<file path="config.mk">
export PLATFORM = sky130hd
export DESIGN_NAME = stream_window_flow_control
export DESIGN_NICKNAME = d
export VERILOG_FILES = /design/src/design/swfc_pkg.sv /design/src/design/stream_window_flow_control.sv /design/src/design/swfc_front.sv /design/src/design/swfc_queue.sv /design/src/design/swfc_back.sv
export SDC_FILE = /design/constraint.sdc
export NUM_CORES = 2
export LEC_CHECK = 0
export BUFFER_PORTS_ARGS = -buffer_cell sky130_fd_sc_hd__buf_2
export CELL_PAD_IN_SITES_DETAIL_PLACEMENT = 1
export CELL_PAD_IN_SITES_GLOBAL_PLACEMENT = 2
export CORE_MARGIN = 1.5
export CORE_UTILIZATION = 41
export DETAILED_ROUTE_END_ITERATION = 8
export GPL_TIMING_DRIVEN = 0
export PLACE_DENSITY_LB_ADDON = 0.1
export SETUP_SLACK_MARGIN = 0.05
export SKIP_CTS_REPAIR_TIMING = 1
export SYNTH_ARGS = -nofsm -noshare
export SYNTH_HDL_FRONTEND = slang
export SYNTH_SLANG_ARGS = --single-unit
</file>
<file path="constraint.sdc">
create_clock -name clk -period 29.1 [get_ports clk]
set_clock_uncertainty 0.2 [all_clocks]
set_input_delay 0 -clock clk [delete_from_list [all_inputs] [get_ports clk]]
set_output_delay 0 -clock clk [all_outputs]
set_load 0.005 [all_outputs]
</file>
<file path="src/design/swfc_pkg.sv">
// ----------------------------------------------------------------------------
// swfc_pkg
// Shared types and constants for the stream window flow control block.
// ----------------------------------------------------------------------------
package swfc_pkg;

  localparam logic [30:0] MAX31      = 31'h7FFF_FFFF;
  localparam logic [3:0]  FLOW_ERROR = 4'd7;
  localparam int          QUEUE_DEPTH = 2;

  // Event codes on the request channel.
  typedef enum logic [2:0] {
    OP_OPEN     = 3'd0,
    OP_FRAME    = 3'd1,
    OP_CONSUMED = 3'd2,
    OP_DELTA    = 3'd3,
    OP_SEND     = 3'd4,
    OP_SILENT   = 3'd5,
    OP_RESET    = 3'd6,
    OP_UNUSED   = 3'd7
  } op_t;

  // Frame kinds on the result channel.
  typedef enum logic [1:0] {
    KIND_NONE   = 2'd0,
    KIND_UPDATE = 2'd1,
    KIND_DATA   = 2'd2,
    KIND_RST    = 2'd3
  } kind_t;

  // Configuration register indexes.
  typedef enum logic [2:0] {
    REG_FLOW_ON   = 3'd0,
    REG_INIT_SEND = 3'd1,
    REG_INIT_RECV = 3'd2,
    REG_THRESHOLD = 3'd3,
    REG_STREAM    = 3'd4
  } reg_idx_t;

  typedef struct packed {
    logic [2:0]         op;
    logic [23:0]        byte_count;
    logic signed [31:0] window_delta;
    logic               is_control;
    logic               end_flag;
    logic [3:0]         reset_reason;
  } req_t;

  typedef struct packed {
    logic [1:0]         frame_kind;
    logic [30:0]        frame_stream;
    logic [30:0]        frame_amount;
    logic               frame_fin;
    logic [3:0]         frame_reason;
    logic               frame_accepted;
    logic               request_rejected;
    logic               send_pending;
    logic               stream_aborted;
    logic [30:0]        receive_window_now;
    logic signed [31:0] send_window_now;
  } res_t;

  typedef struct packed {
    logic        flow_control_on;
    logic [30:0] initial_send_window;
    logic [30:0] initial_receive_window;
    logic [30:0] update_threshold;
    logic [30:0] stream_number;
  } cfg_t;

  // One-hot event class produced by the front end.
  typedef struct packed {
    logic open;
    logic frame;
    logic consumed;
    logic delta;
    logic send;
    logic silent;
    logic rst;
  } cls_t;

  // Classified event as it sits in the queue.
  typedef struct packed {
    cls_t               cls;
    logic [23:0]        byte_count;
    logic signed [31:0] window_delta;
    logic               is_control;
    logic               end_flag;
    logic [3:0]         reset_reason;
  } cmd_t;

endpackage

</file>
<file path="src/design/stream_window_flow_control.sv">
// ----------------------------------------------------------------------------
// stream_window_flow_control
// Per-stream credit flow control: receive and send windows, window updates,
// chunked sends and stream resets, one event per request.
// ----------------------------------------------------------------------------
// Timing: an accepted request is written into the queue, and the back end
// registers its result once the result register is free or being drained.
// Throughput: one request per cycle while the result side does not stall;
// the two-entry queue absorbs short result stalls.
// Reset: synchronous rst clears the queue and the result valid flag, loads the
// default configuration and returns the stream to its reset windows.
module stream_window_flow_control (
  input  logic           clk,
  input  logic           rst,
  input  logic           req_valid,
  output logic           req_stall,
  input  swfc_pkg::req_t req_data,
  output logic           res_valid,
  input  logic           res_stall,
  output swfc_pkg::res_t res_data,
  input  logic           cfg_we,
  input  logic [2:0]     cfg_index,
  input  logic [30:0]    cfg_data
);

  // Configuration registers. The user is to change them only while the block
  // is idle, which it does not enforce; the back end reads them directly when an event executes.
  swfc_pkg::cfg_t cfg;

  always_ff @(posedge clk) begin
    if (rst) begin
      cfg.flow_control_on        <= 1'b1;
      cfg.initial_send_window    <= 31'd65536;
      cfg.initial_receive_window <= 31'd65536;
      cfg.update_threshold       <= 31'd8192;
      cfg.stream_number          <= 31'd1;
    end else if (cfg_we) begin
      case (swfc_pkg::reg_idx_t'(cfg_index))
        swfc_pkg::REG_FLOW_ON:   cfg.flow_control_on        <= cfg_data[0];
        swfc_pkg::REG_INIT_SEND: cfg.initial_send_window    <= cfg_data;
        swfc_pkg::REG_INIT_RECV: cfg.initial_receive_window <= cfg_data;
        swfc_pkg::REG_THRESHOLD: cfg.update_threshold       <= cfg_data;
        swfc_pkg::REG_STREAM:    cfg.stream_number          <= cfg_data;
        default: ;
      endcase
    end
  end

  // The front end classifies each request and pushes it into the queue; it
  // stalls the request channel only when the queue is full.
  logic           push;
  swfc_pkg::cmd_t push_cmd;
  logic           queue_full;
  logic           queue_nonempty;
  logic           pop;
  swfc_pkg::cmd_t head;

  swfc_front u_front (
    .req_valid  (req_valid),
    .req_stall  (req_stall),
    .req_data   (req_data),
    .push       (push),
    .push_cmd   (push_cmd),
    .queue_full (queue_full)
  );

  swfc_queue u_queue (
    .clk      (clk),
    .rst      (rst),
    .push     (push),
    .push_cmd (push_cmd),
    .full     (queue_full),
    .nonempty (queue_nonempty),
    .pop      (pop),
    .head     (head)
  );

  // The back end executes the queue head whenever the result register is
  // free or being drained in the same cycle.
  swfc_back u_back (
    .clk       (clk),
    .rst       (rst),
    .cfg       (cfg),
    .nonempty  (queue_nonempty),
    .head      (head),
    .pop       (pop),
    .res_valid (res_valid),
    .res_stall (res_stall),
    .res_data  (res_data)
  );

`ifndef SYNTHESIS
  // Aborting always drops the pending send.
  assert property (@(posedge clk) disable iff (rst)
    res_valid |-> !(res_data.stream_aborted && res_data.send_pending))
    else $error("aborted stream still reports pending bytes");

  // Every reset frame leaves the stream aborted.
  assert property (@(posedge clk) disable iff (rst)
    (res_valid && (res_data.frame_kind == swfc_pkg::KIND_RST))
      |-> res_data.stream_aborted)
    else $error("reset frame without abort");

  // A refused send only happens while bytes are still pending.
  assert property (@(posedge clk) disable iff (rst)
    (res_valid && res_data.request_rejected) |-> res_data.send_pending)
    else $error("send rejected with nothing pending");

  // The request side stalls only when the queue holds work.
  assert property (@(posedge clk) disable iff (rst)
    req_stall |-> queue_nonempty)
    else $error("request stalled with an empty queue");
`endif

endmodule

</file>
<file path="src/design/swfc_front.sv">
// ----------------------------------------------------------------------------
// swfc_front
// Accepts requests and classifies the event code into a one-hot class.
// ----------------------------------------------------------------------------
module swfc_front (
  input  logic          req_valid,
  output logic          req_stall,
  input  swfc_pkg::req_t req_data,
  output logic          push,
  output swfc_pkg::cmd_t push_cmd,
  input  logic          queue_full
);

  swfc_pkg::cls_t cls;

  always_comb begin
    cls = '0;
    case (swfc_pkg::op_t'(req_data.op))
      swfc_pkg::OP_OPEN:     cls.open     = 1'b1;
      swfc_pkg::OP_FRAME:    cls.frame    = 1'b1;
      swfc_pkg::OP_CONSUMED: cls.consumed = 1'b1;
      swfc_pkg::OP_DELTA:    cls.delta    = 1'b1;
      swfc_pkg::OP_SEND:     cls.send     = 1'b1;
      swfc_pkg::OP_SILENT:   cls.silent   = 1'b1;
      swfc_pkg::OP_RESET:    cls.rst      = 1'b1;
      default:               cls          = '0;
    endcase
  end

  assign req_stall = queue_full;
  assign push      = req_valid && !queue_full;

  always_comb begin
    push_cmd.cls          = cls;
    push_cmd.byte_count   = req_data.byte_count;
    push_cmd.window_delta = req_data.window_delta;
    push_cmd.is_control   = req_data.is_control;
    push_cmd.end_flag     = req_data.end_flag;
    push_cmd.reset_reason = req_data.reset_reason;
  end

endmodule

</file>
<file path="src/design/swfc_queue.sv">
// ----------------------------------------------------------------------------
// swfc_queue
// Two-entry queue of classified events between the front and back ends.
// ----------------------------------------------------------------------------
module swfc_queue (
  input  logic           clk,
  input  logic           rst,
  input  logic           push,
  input  swfc_pkg::cmd_t push_cmd,
  output logic           full,
  output logic           nonempty,
  input  logic           pop,
  output swfc_pkg::cmd_t head
);

  localparam int PW = $clog2(swfc_pkg::QUEUE_DEPTH);
  localparam int CW = $clog2(swfc_pkg::QUEUE_DEPTH + 1);

  swfc_pkg::cmd_t entries [swfc_pkg::QUEUE_DEPTH];
  logic [PW-1:0]  wr_ptr;
  logic [PW-1:0]  rd_ptr;
  logic [CW-1:0]  count;

  assign full     = (count == CW'(swfc_pkg::QUEUE_DEPTH));
  assign nonempty = (count != '0);
  assign head     = entries[rd_ptr];

  always_ff @(posedge clk) begin
    if (push) begin
      entries[wr_ptr] <= push_cmd;
    end
  end

  always_ff @(posedge clk) begin
    if (rst) begin
      wr_ptr <= '0;
      rd_ptr <= '0;
      count  <= '0;
    end else begin
      if (push) begin
        wr_ptr <= (wr_ptr == PW'(swfc_pkg::QUEUE_DEPTH - 1)) ? '0 : wr_ptr + 1'b1;
      end
      if (pop) begin
        rd_ptr <= (rd_ptr == PW'(swfc_pkg::QUEUE_DEPTH - 1)) ? '0 : rd_ptr + 1'b1;
      end
      if (push && !pop) begin
        count <= count + 1'b1;
      end else if (pop && !push) begin
        count <= count - 1'b1;
      end
    end
  end

endmodule

</file>
<file path="src/design/swfc_back.sv">
// ----------------------------------------------------------------------------
// swfc_back
// Holds the stream windows, executes one event per cycle while the result
// side does not stall, and registers the result frame.
// ----------------------------------------------------------------------------
module swfc_back (
  input  logic           clk,
  input  logic           rst,
  input  swfc_pkg::cfg_t cfg,
  input  logic           nonempty,
  input  swfc_pkg::cmd_t head,
  output logic           pop,
  output logic           res_valid,
  input  logic           res_stall,
  output swfc_pkg::res_t res_data
);

  // Stream state.
  logic               aborted_mark;
  logic [30:0]        receive_window;
  logic [30:0]        consumed_total;
  logic signed [31:0] send_window;
  logic [23:0]        pending_bytes;
  logic               pending_fin;

  logic               aborted_mark_next;
  logic [30:0]        receive_window_next;
  logic [30:0]        consumed_total_next;
  logic signed [31:0] send_window_next;
  logic [23:0]        pending_bytes_next;
  logic               pending_fin_next;

  swfc_pkg::res_t     res_next;

  // Shared arithmetic.
  logic                flow;
  logic [31:0]         consumed_sum;
  logic [30:0]         consumed_sat;
  logic [31:0]         recv_sum;
  logic signed [32:0]  delta_sum;
  logic                delta_bad;
  logic signed [31:0]  chunk_window;
  logic [23:0]         chunk_pending;
  logic                chunk_pfin;
  logic                chunk_go;
  logic [23:0]         chunk;
  logic [23:0]         chunk_left;

  assign pop = nonempty && (!res_valid || !res_stall);
  assign flow = cfg.flow_control_on;

  assign consumed_sum = {1'b0, consumed_total} + {8'd0, head.byte_count};
  assign consumed_sat = consumed_sum[31] ? swfc_pkg::MAX31 : consumed_sum[30:0];
  assign recv_sum     = {1'b0, receive_window} + {1'b0, consumed_sat};
  assign delta_sum    = {send_window[31], send_window}
                      + {head.window_delta[31], head.window_delta};
  assign delta_bad    = (delta_sum > $signed({2'b00, swfc_pkg::MAX31}))
                     || (delta_sum < -$signed({2'b00, swfc_pkg::MAX31}));

  // One chunk send serves both a window delta and a new send request.
  always_comb begin
    if (head.cls.delta) begin
      chunk_window  = delta_sum[31:0];
      chunk_pending = pending_bytes;
      chunk_pfin    = pending_fin;
    end else begin
      chunk_window  = send_window;
      chunk_pending = head.byte_count;
      chunk_pfin    = head.end_flag;
    end
    chunk_go = (chunk_pending != '0) && (chunk_window > 32'sd0);
    if ($signed({1'b0, chunk_window}) > $signed({9'd0, chunk_pending})) begin
      chunk = chunk_pending;
    end else begin
      chunk = chunk_window[23:0];
    end
    chunk_left = chunk_pending - chunk;
  end

  always_comb begin
    aborted_mark_next   = aborted_mark;
    receive_window_next = receive_window;
    consumed_total_next = consumed_total;
    send_window_next    = send_window;
    pending_bytes_next  = pending_bytes;
    pending_fin_next    = pending_fin;

    res_next = '0;

    if (head.cls.open) begin
      aborted_mark_next   = 1'b0;
      receive_window_next = cfg.initial_receive_window;
      consumed_total_next = '0;
      send_window_next    = {1'b0, cfg.initial_send_window};
      pending_bytes_next  = '0;
      pending_fin_next    = 1'b0;
    end else if (head.cls.frame) begin
      if (!aborted_mark) begin
        if (!head.is_control && flow
            && ({7'd0, head.byte_count} > receive_window)) begin
          res_next.frame_kind   = swfc_pkg::KIND_RST;
          res_next.frame_reason = swfc_pkg::FLOW_ERROR;
          aborted_mark_next     = 1'b1;
          pending_bytes_next    = '0;
          pending_fin_next      = 1'b0;
        end else begin
          if (!head.is_control && flow) begin
            receive_window_next = receive_window - {7'd0, head.byte_count};
          end
          res_next.frame_accepted = 1'b1;
        end
      end
    end else if (head.cls.consumed) begin
      if (flow && (head.byte_count != '0) && !aborted_mark) begin
        if (consumed_sat >= cfg.update_threshold) begin
          res_next.frame_kind   = swfc_pkg::KIND_UPDATE;
          res_next.frame_amount = consumed_sat;
          receive_window_next   = recv_sum[31] ? swfc_pkg::MAX31 : recv_sum[30:0];
          consumed_total_next   = '0;
        end else begin
          consumed_total_next = consumed_sat;
        end
      end
    end else if (head.cls.delta) begin
      if (flow && !aborted_mark) begin
        if (delta_bad) begin
          res_next.frame_kind   = swfc_pkg::KIND_RST;
          res_next.frame_reason = swfc_pkg::FLOW_ERROR;
          aborted_mark_next     = 1'b1;
          pending_bytes_next    = '0;
          pending_fin_next      = 1'b0;
        end else begin
          send_window_next = delta_sum[31:0];
          if (chunk_go) begin
            res_next.frame_kind   = swfc_pkg::KIND_DATA;
            res_next.frame_amount = {7'd0, chunk};
            res_next.frame_fin    = (chunk_left == '0) && chunk_pfin;
            send_window_next      = delta_sum[31:0] - {8'd0, chunk};
            pending_bytes_next    = chunk_left;
            if (chunk_left == '0) begin
              pending_fin_next = 1'b0;
            end
          end
        end
      end
    end else if (head.cls.send) begin
      if (!aborted_mark) begin
        if (pending_bytes != '0) begin
          res_next.request_rejected = 1'b1;
        end else if (!flow || (head.byte_count == '0)) begin
          if ((head.byte_count != '0) || head.end_flag) begin
            res_next.frame_kind   = swfc_pkg::KIND_DATA;
            res_next.frame_amount = {7'd0, head.byte_count};
            res_next.frame_fin    = head.end_flag;
          end
        end else begin
          pending_bytes_next = head.byte_count;
          pending_fin_next   = head.end_flag;
          if (chunk_go) begin
            res_next.frame_kind   = swfc_pkg::KIND_DATA;
            res_next.frame_amount = {7'd0, chunk};
            res_next.frame_fin    = (chunk_left == '0) && chunk_pfin;
            send_window_next      = send_window - {8'd0, chunk};
            pending_bytes_next    = chunk_left;
            if (chunk_left == '0) begin
              pending_fin_next = 1'b0;
            end
          end
        end
      end
    end else if (head.cls.silent) begin
      aborted_mark_next  = 1'b1;
      pending_bytes_next = '0;
      pending_fin_next   = 1'b0;
    end else if (head.cls.rst) begin
      res_next.frame_kind   = swfc_pkg::KIND_RST;
      res_next.frame_reason = head.reset_reason;
      aborted_mark_next     = 1'b1;
      pending_bytes_next    = '0;
      pending_fin_next      = 1'b0;
    end

    res_next.frame_stream       = cfg.stream_number;
    res_next.send_pending       = (pending_bytes_next != '0);
    res_next.stream_aborted     = aborted_mark_next;
    res_next.receive_window_now = receive_window_next;
    res_next.send_window_now    = send_window_next;
  end

  always_ff @(posedge clk) begin
    if (rst) begin
      aborted_mark   <= 1'b0;
      receive_window <= 31'd65536;
      consumed_total <= '0;
      send_window    <= 32'sd65536;
      pending_bytes  <= '0;
      pending_fin    <= 1'b0;
      res_valid      <= 1'b0;
    end else begin
      if (pop) begin
        aborted_mark   <= aborted_mark_next;
        receive_window <= receive_window_next;
        consumed_total <= consumed_total_next;
        send_window    <= send_window_next;
        pending_bytes  <= pending_bytes_next;
        pending_fin    <= pending_fin_next;
        res_valid      <= 1'b1;
      end else if (!res_stall) begin
        res_valid <= 1'b0;
      end
    end
  end

  always_ff @(posedge clk) begin
    if (pop) begin
      res_data <= res_next;
    end
  end

endmodule

</file>
Yosys cells after proc, flatten, opt, wreduce, memory -nomap -nowiden
Memories as Yosys holds them, arrays and structs flattened. A register that Yosys moved wholly into a read port is not among the register bits.
Cells that the tools add are included.
Word-level totals
  flip-flop bits (word level): 386
  latch bits: 0
  memory bits (writable): 138
  memory bits (read-only): 0
  output and inout bits: 138
  memories kept: 1
Operators by class
  $add $sub $neg: 11
  multipliers: 0
  divide/modulo/power cells: 0
  $lt $le $gt $ge: 6
  equal/unequal tests: 22
  shift operators: 0
  multiplexer cells: 132
  bitwise operators: 2
  reductions and logical operators: 47
Memories
  u_queue.entries: words 2, bits a word 69, rd ports 1, clocked after Yosys merged registers in 1, write ports 1, RTL line swfc_queue.sv:19  | swfc_pkg::cmd_t entries [swfc_pkg::QUEUE_DEPTH];
Operator list (count)
  32-bit two-way mux: 18
  31-bit two-way mux: 18
  24-bit two-way mux: 18
  24-bit nonzero test: 4
  36-bit two-way mux: 2
  32-bit by 24-bit subtractor with 32-bit output: 2
  25-bit two-way mux: 2
  24-bit logical NOT: 2
  1-bit two-way mux: 48
  2-bit two-way mux: 18
  32-bit by 32-bit adder with 33-bit output: 1
  33-bit by 32-bit > comparator with 1-bit output (second input constant): 1
  33-bit by 32-bit < comparator with 1-bit output (second input constant): 1
  31-bit by 24-bit adder with 32-bit output: 1
  31-bit by 31-bit adder with 32-bit output: 1
  32-bit by 1-bit > comparator with 1-bit output (second input constant): 1
  32-bit by 24-bit > comparator with 1-bit output: 1
  31-bit greater-or-equal comparator: 1
  24-bit by 31-bit > comparator with 1-bit output: 1
  31-bit by 24-bit subtractor with 31-bit output: 1
  24-bit subtractor: 1
  4-bit two-way mux: 5
  3-bit by 2-bit == test with 1-bit output (second input constant): 4
  3-bit == test (second input constant): 4
  other kinds (27): 64

Longest topological paths before layout
  depth after elaboration: 16
  mapped depth: 52
  mapped depth without buffers: 46

Modules after synthesis
From an unflattened synthesis, not the netlist that was laid out.
Second synthesis, totals
  cells, all modules: 4264
  area, all modules: 37523.5 µm²
By module, submodules not included
  swfc_back: instances 1, cells an instance 3507, area each 26744.4 µm², seq. area each 6506.2 µm²
  swfc_queue: instances 1, cells an instance 237, area each 5228.8 µm², seq. area each 4244.1 µm²
  stream_window_flow_control: instances 1, cells an instance 449, area each 5013.6 µm², seq. area each 2502.4 µm²
  swfc_front: instances 1, cells an instance 71, area each 536.8 µm², seq. area each 0.0 µm²

Worst setup path before layout
OpenSTA, ideal clock, no wires.
  kind: register to register
  start: register (tool-made name)
  end: register, netlist name u_back.res_data[71]
  setup time: 0.130 ns
  data arrival time: 10.691 ns
  setup slack: 18.079 ns
  cell stages (with the launch flop): 50
  buffers on the path: 11
  period minus slack after synthesis: 11.021 ns
  cells stage by stage: dfxtp_1 > buf_2 > buf_2 > buf_2 > buf_1 > buf_1 > buf_1 > clkbuf_1 > mux2_2 > ha_1 > a21o_1 > o211a_1 > a31oi_1 > a21boi_1 > o21ai_0 > nand2_1 > xnor2_1 > o21ai_0 > (+14 left out) > o21ai_0 > ha_1 > inv_1 > ha_1 > nor2_1 > a41oi_1 > o221ai_2 > o32ai_1 > a22oi_1 > o22ai_1 > a221oi_2 > o2111ai_1 > a21oi_1 > xnor2_1 > nor3_1 > nand3_1 > a2111oi_0 > o21a_1

==> impl_metrics.tcl <==
set metrics [dict create \
    ctsHtreeMaxLevel 2 \
    pin_count 242 \
    drc_errors 0 \
    fin_crit_ps 18950 \
    wl_per_cell_um 30.6 \
    antenna_left 0 \
    grt_pass1_wl_um 256000 \
    wirelength_um 186000 \
    grtUsageTotal_pct 39.1 \
    viasPerCell 6.34 \
    post-route-period-util_pct 65.1 \
    grt_pass1_vias 36210 \
    crit_fanout 10 \
    setup_viol_count_final 0 \
    synth_area_sq_um 35900 \
    tightestPinTransition_ps 1650 \
    yosysMostFrequentCell "nand2_1" \
    cp.required_ps 29410 \
    path_clk_slew_ps 70 \
    ys_async_sr_fraction_pct 0 \
    synth_seq_cells 525 \
    avgSynthCellArea_sq_um 8.21 \
    max-cap-violations 7 \
    dpl.hpwl_um 142000 \
    clockRootBuffer "clkbuf_16" \
    tritoncts "done" \
    final_max_slew_viol_count 47 \
    grt_start_max_net_pins 44 \
    cpMostUsedCell "buf_1" \
    rows 108 \
    drtIter0Drc 4241 \
    floorplan.initialDensity_pct 41.4 \
    syn2layout_area_growth_pct 18.6 \
    fmax_mhz 52.8 \
    synth_area_leaders "edfxtp_1 23%, dfxtp_1 14%, nand2_1 7.1%, ha_1 6.8%, a21oi_1 5.8%" \
    die_x_um 299 \
    cts_buffer_depth 3 \
    yosysUniqueCellTypes 112 \
    core_sq_um 86800 \
    yosysTopAreaCell "edfxtp_1" \
    nets 5174 \
    io_buffers 240 \
    ys_seq_area_share_pct 36.9 \
    antenna_found_initial 15 \
    violations "capacitance limit, slew limit" \
    outcome "finished with violations" \
    critPathSlowestCell "o21ai_0" \
    final-hold-violation-count 0 \
    place.gp.congestion 1.03 \
    relSlewSlack_pct -10.3 \
    cts_num_sinks 525 \
    die_area_sq_um 89400 \
    ys.flop_type "edfxtp_1" \
    via_count 38524 \
    endpoint_kind "flop" \
    final_util_pct 49.1 \
    finalSetupTns_ps 0 \
    hp-start "cfg_data[19]" \
    hold_class "input pin to flop" \
    grt_overflow 0 \
    rsz0062_at_grt "false" \
    layout-drive-gt1-share_pct 10.2 \
    max_stage_delay_ps 1240 \
    drt_first_pass_iters 6 \
    numCtsBuffers 61 \
    synth_cells 4375 \
    critPathLaunchType "flop" \
    synth_commonest_cells "682 x nand2_1, 418 x a21oi_1, 408 x nor2_1" \
    synth_edf_count 274 \
    ys_warn_count 0 \
    clk_latency_ps 690 \
    syn-num-nets 4679 \
    arrival_ps 19260 \
    die_h_um 299 \
    crit_type "flop to flop" \
    synth_top_area_share_pct 22.9 \
]
-- metal layers --
metal,track usage [%],part of all wire [%]
met1,54.3,42
met2,57.7,42
met3,10.6,10
met4,15.0,4.6
met5,0,0.063
-- area by class of cell --
cell class / count / area (sq um)
buffer: 225 / 900
tap: 1155 / 1450
inverter: 201 / 754
sequential: 525 / 13300
multi-input combinational: 3424 / 21100
clock inverter: 31 / 314
clock buffer: 82 / 1660
antenna: 4 / 10.0
fill: 10515 / 44100
timing repair buffer: 432 / 3200
-- cell families after synthesis --
kind of cell / count (synthesis) / synth area share [%]
AOI/OAI and AO/OA: 1361 / 24.2
DFF: 525 / 36.9
adders and majority gates: 216 / 7.51
and+or+nand+nor: 1573 / 19.6
muxes: 107 / 3.14
xor gates and xnor gates: 167 / 4.07
buffers and inverters: 426 / 4.60
-- sequential cells by signal, summed over array words and instances (netlist names), named ones only --
register               count
u_queue.entries          138
u_back.res_data          136
cfg                      125
u_back.send_window        32
u_back.consumed_total     31
u_back.receive_window     31
u_back.pending_bytes      24
u_queue.count              2
u_back.aborted_mark        1
u_back.pending_fin         1
u_back.res_valid           1
u_queue.rd_ptr             1
u_queue.wr_ptr             1
-- layout by cell type, fill, tap and decap left out, types with 193 or more instances in the layout --
cell type / n
nand2_1: 682
a21oi_1: 416
nor2_1: 407
o21ai_0: 310
edfxtp_1: 274
buf_2: 257
dfxtp_1: 251
inv_1: 197
ha_1: 196
clkbuf_1: 193
-- path summary, 6_finish.rpt --
kind	to	slack, ps	cells after the start
setup reg to reg	u_back.res_data[71]	10150	49
hold / removal	cfg[50]	8	4
setup / recovery	u_back.res_data[71]	10150	49
hold reg to reg	u_back.res_data[110]	220	0
-- stage by stage --
step | worst slack (ps) | instance area [sq um] | cells | hold WS (ps)
floorplan | 18080 | 35900 | 4375 | -101
global placement | 11150 | 38600 | 5770 | -12.6
detailed placement | 10890 | 38900 | 5786 | -8.53
CTS | 10840 | 40800 | 5899 | -721
global route | 9890 | 42600 | 6075 | 16.0
finish | 10150 | 42600 | 6079 | 7.88
-- worst max-delay path, delay by kind of cell (launching register included) --
family	cells	cell delay (ps)
flops	1	320
fa+ha+maj	4	1660
simple gates	9	1810
buf+inv	13	6250
xor+xnor	2	640
mux	1	960
compound gates	20	6810
Power is not shown: default switching activity piles up to over one toggle a cycle in this logic, so the estimate is an artifact.
